File: config.mk
export PLATFORM = sky130hd
export DESIGN_NAME = bppc_ctrl
export DESIGN_NICKNAME = d
export VERILOG_FILES = /design/src/hw/rtl/bppc_pkg.sv /design/src/hw/rtl/bppc_ctrl.sv
export SDC_FILE = /design/constraint.sdc
export NUM_CORES = 1
export LEC_CHECK = 0
export BUFFER_PORTS_ARGS = -buffer_cell sky130_fd_sc_hd__buf_2
export CAP_MARGIN = 15
export CORE_AREA = 2 2 39 41
export DETAILED_ROUTE_END_ITERATION = 10
export DIE_AREA = 0 0 41 43
export MAX_ROUTING_LAYER = met4
export PLACE_DENSITY = 0.61
export SLEW_MARGIN = 30
export SYNTH_ARGS = -nofsm -noshare
export SYNTH_HDL_FRONTEND = slang
export SYNTH_SLANG_ARGS = --single-unit
File: constraint.sdc
create_clock -name clk -period 1.87 [get_ports clk]
set_input_delay 0.0935 -clock clk [delete_from_list [all_inputs] [get_ports clk]]
set_output_delay 0.0935 -clock clk [all_outputs]
set_load 0.05 [all_outputs]
File: src/hw/rtl/bppc_pkg.sv
// ----------------------------------------------------------------------------
// bppc_pkg
// Shared types, codes and helpers for the bit-parallel pattern counter.
// ----------------------------------------------------------------------------
package bppc_pkg;

  // default sizes
  localparam int MAX_PATTERN_DEF = 64;
  localparam int ALPHABET_DEF    = 256;
  localparam int COUNT_WIDTH_DEF = 32;

  // fixed field widths
  localparam int CFG_W  = 7;
  localparam int BYTE_W = 8;
  localparam int CMD_W  = 2;
  localparam int OUT_W  = 32;
  localparam int TPOS_W = 32;

  // command codes of an input word
  typedef enum logic [CMD_W-1:0] {
    CMD_START   = 2'd0,
    CMD_PATTERN = 2'd1,
    CMD_TEXT    = 2'd2
  } cmd_t;

  // controller states
  typedef enum logic [3:0] {
    S_IDLE,
    S_PAT_WR,
    S_TXT_EVAL,
    S_CHK_WIN,
    S_CHK_MSK,
    S_CHK_AND,
    S_COUNT,
    S_FINISH,
    S_EMIT
  } state_t;

  // controller to datapath
  typedef struct packed {
    logic take;
    logic pat_wr;
    logic txt_eval;
    logic chk_win;
    logic chk_msk;
    logic chk_and;
    logic count;
    logic finish;
    logic emit;
  } ctrl_cmd_t;

  // datapath to controller
  typedef struct packed {
    logic eval_chk;
    logic eval_cnt;
    logic chk_done;
    logic pc_zero;
    logic last;
    logic active;
    logic out_busy;
  } dp_stat_t;

  // ones in one byte
  function automatic logic [3:0] popcount8(input logic [7:0] v);
    logic [3:0] n;
    n = '0;
    for (int i = 0; i < 8; i++) begin
      n = n + 4'(v[i]);
    end
    return n;
  endfunction

endpackage

File: src/hw/rtl/bppc_ctrl.sv
// ----------------------------------------------------------------------------
// bppc_ctrl
// Controller: sequences table updates, checkpoint checks, counting and output.
// ----------------------------------------------------------------------------
module bppc_ctrl
  import bppc_pkg::*;
(
  input  logic             clk,
  input  logic             rst_n,
  input  logic             in_valid,
  input  logic [CMD_W-1:0] in_cmd,
  output logic             in_ready,
  input  logic             out_ready,
  input  dp_stat_t         st,
  output ctrl_cmd_t        ctl
);

  state_t state_r;
  state_t state_nxt;
  logic   can_emit;

  assign can_emit = !st.out_busy || out_ready;

  // state register
  always_ff @(posedge clk) begin
    if (!rst_n) begin
      state_r <= S_IDLE;
    end else begin
      state_r <= state_nxt;
    end
  end

  // next state
  always_comb begin
    state_nxt = state_r;
    unique case (state_r)
      S_IDLE: begin
        if (in_valid) begin
          unique case (cmd_t'(in_cmd))
            CMD_PATTERN: state_nxt = S_PAT_WR;
            CMD_TEXT:    state_nxt = S_TXT_EVAL;
            default:     state_nxt = S_IDLE;
          endcase
        end
      end
      S_PAT_WR:   state_nxt = S_IDLE;
      S_TXT_EVAL: begin
        if (st.eval_chk) begin
          state_nxt = S_CHK_WIN;
        end else if (st.eval_cnt) begin
          state_nxt = S_COUNT;
        end else begin
          state_nxt = S_FINISH;
        end
      end
      S_CHK_WIN:  state_nxt = S_CHK_MSK;
      S_CHK_MSK:  state_nxt = S_CHK_AND;
      S_CHK_AND:  state_nxt = st.chk_done ? S_FINISH : S_CHK_WIN;
      S_COUNT:    state_nxt = st.pc_zero ? S_FINISH : S_COUNT;
      S_FINISH: begin
        if (!st.last) begin
          state_nxt = S_IDLE;
        end else if (st.active) begin
          state_nxt = S_COUNT;
        end else begin
          state_nxt = S_EMIT;
        end
      end
      S_EMIT:     state_nxt = can_emit ? S_IDLE : S_EMIT;
      default:    state_nxt = S_IDLE;
    endcase
  end

  // outputs
  always_comb begin
    ctl      = '0;
    in_ready = 1'b0;
    unique case (state_r)
      S_IDLE: begin
        in_ready = 1'b1;
        ctl.take = in_valid;
      end
      S_PAT_WR:   ctl.pat_wr   = 1'b1;
      S_TXT_EVAL: ctl.txt_eval = 1'b1;
      S_CHK_WIN:  ctl.chk_win  = 1'b1;
      S_CHK_MSK:  ctl.chk_msk  = 1'b1;
      S_CHK_AND:  ctl.chk_and  = 1'b1;
      S_COUNT:    ctl.count    = 1'b1;
      S_FINISH:   ctl.finish   = 1'b1;
      S_EMIT:     ctl.emit     = can_emit;
      default: ;
    endcase
  end

endmodule

==> impl_metrics.yaml <==
layout:
  regMostFlops: "state_r"
  fin_nets: 84
  area_delta_synth_final_pct: 31.17
  largest_reg_flops: 4
  finish.utilization: 0.3843
  stdcell_count: 85
  layout_common_cells: "buf_2 (22), nor2_1 (4), nor2b_1 (4), o21ai_0 (4), dfxtp_1 (4)"
  diodes: 0
  final_common_cell: "buf_2"
  top_regs: "state_r (4)"
  nFillCells: 152
  drive_gt1_frac: 0.4638
logic_synthesis:
  synth_cell_types: 27
  synth_area_um2: 405.4
  synth_fp_nets: 61
  synthCells: 48
  synth.avg_cell_area_um2: 8.446
  ys_seq_area_frac: 0.1975
  ys_seq_elements: 4
  synth_warnings: 0
drt:
  wl_um: 906
  ant_nets: 0
  vias: 432
  drt-initial-drc-count: 7
  wire_per_inst_um: 10.66
  drc_errors: 0
  drt-vias-per-instance: 5.082
  first_pass_iters: 4
status:
  status: "completed"
global_routing:
  gr-total-overflow: 0
  grt_pass1_wl_um: 1373
  grt.total_usage: 0.1206
  antenna_found_initial: 0
  grt_max_degree: 14
  grt_pass1_vias: 340
critical_path:
  critical_path_class: "reg2out"
  cpLargestDelayFamily: "flip-flops"
  crit_arrival_ns: 1.61
  end_kind: "output pin"
  startpoint: "state_r[2]"
  cp_cell_sequence: "or2b_1 -> nor3_1 -> buf_2"
  reg2regPathDepth: 3
  critPathMaxFanout: 12
  reg2reg_slack_ns: 0.38
  critPathRequiredTime_ns: 1.78
  rr_endpoint: "state_r[1]"
  cp_slowest_cell: "dfxtp_1"
  crit_buf_inv: 1
  timing.rr.start: "state_r[2]"
  slowest_delay_ns: 0.62
  start_kind: "flop"
clock_network:
  root_buffer: "clkbuf_4"
  cts_hold_buf: 0
  numCtsBuffers: 3
  clk_pin_slew_ns: 0.04
  cts_tree: "built"
  worstSkewPairLatency_ns: 0.24
  cts_setup_buffers: 0
  clkSinkCount: 4
  clk_path_buf_depth: 2
  ctsResizeCount: 0
  h-tree-depth: 1
power_and_ir_drop:
  ir_drop_v: 0.0001433
  leakage_nw: 0.2270
  p_per_area_nw_per_um2: 564.3
timing:
  setup_viol: 0
  hold_viol_final: 0
  fin_setup_tns_ns: 0
  drv_slew: 0
  relSlewSlack: 0.6599
  rsz0062_at_grt: "false"
  tightest_slew_ns: 0.5095
  whs_ns: 0.1259
  fin_crit_ns: 1.703
  finalClockSkew_ns: 0.002070
  timing.final.crit_share: 0.9107
  fmax_ghz: 0.5872
flow_run:
  max_cap_viol_count: 0
min_path:
  hold_depth: 3
  holdPathEnd: "state_r[1]"
  hp-start: "st[1]"
  hold_path.class: "in2reg"
floorplanning:
  core_um2: 1384
  dieHeight_um: 43
  io_pins: 23
  rows: 14
  dieArea_um2: 1763
  start_util: 0.2929
  die_x_um: 41
placement:
  hpwl_um: 686.9
  portBuffers: 22
  gp_congestion: 0.7726
  placedCellCount: 82
## routing by layer
layer,vias to the layer above,GRT usage,wire length (um)
met5,-,-,0
met1,193,0.1489,372
met2,17,0.1563,446
met3,2,0.03141,68
met4,0,0.1000,19
li1,220,-,-
## cells by family after synthesis
family | Yosys count | synth area share
flops | 4 | 0.1975
buf+inv | 7 | 0.1080
compound gates | 12 | 0.2253
simple gates | 25 | 0.4691
## worst register-to-register path, stage by stage (launching register included)
cell	delay, ns
dfxtp_1	0.62
or2b_1	0.31
a221o_1	0.37
a21oi_2	0.13
## power breakdown
group          internal (W)  switching, W
sequential        0.0000888     0.0000117
combinational     0.0000371     0.0000518
clock             0.0000720     0.0000387
## final cells by class
class	count	area (um2)	share of cell area
Multi-Input combinational cell	37	287.8	0.5412
Timing Repair Buffer	22	110.1	0.2071
Tap cell	16	20.02	0.03765
Clock buffer	3	22.52	0.04235
Sequential cell	4	80.08	0.1506
Inverter	3	11.26	0.02118
## worst max path at each step
stage | endpoint | cells past startpoint
2_1_floorplan | ctl[7] | 3
3_3_place_gp | state_r[1] | 3
3_5_place_dp | state_r[1] | 3
4_1_cts | ctl[4] | 3
5_1_grt | ctl[4] | 3
6_report | ctl[4] | 3
## synthesized netlist by cell type (all sizes together)
master,n,area share
a211o,1,0.022
a21oi,2,0.034
a221o,1,0.025
a31oi,2,0.031
and2,1,0.015
and4b,1,0.025
buf,4,0.080
dfxtp,4,0.20
inv,3,0.028
nand2,1,0.0093
nand2b,2,0.031
nand3,1,0.025
nand3b,2,0.037
nand4,1,0.015
nor2,4,0.037
nor2b,4,0.062
nor3,3,0.037
nor4,1,0.052
nor4b,1,0.059
nor4bb,1,0.025
o21ai,4,0.049
o21ba,1,0.025
o311ai,1,0.040
or2b,1,0.019
or3b,1,0.022
## per-stage QoR
| stage | instance area, um2 | total power, W | setup WS [ns] |
|---|---|---|---|
| final | 531.8 | 0.0003001 | 0.1670 |
| after floorplan | 411.6 | 0.0001686 | 0.07798 |
| after CTS | 531.8 | 0.0003062 | 0.1544 |
| after global placement | 509.2 | 0.0001908 | 0.3817 |
| after global routing | 531.8 | 0.0003140 | 0.03356 |
| after detailed placement | 509.2 | 0.0001915 | 0.3902 |
No activity file was read; power rests on OpenSTA's default activity.
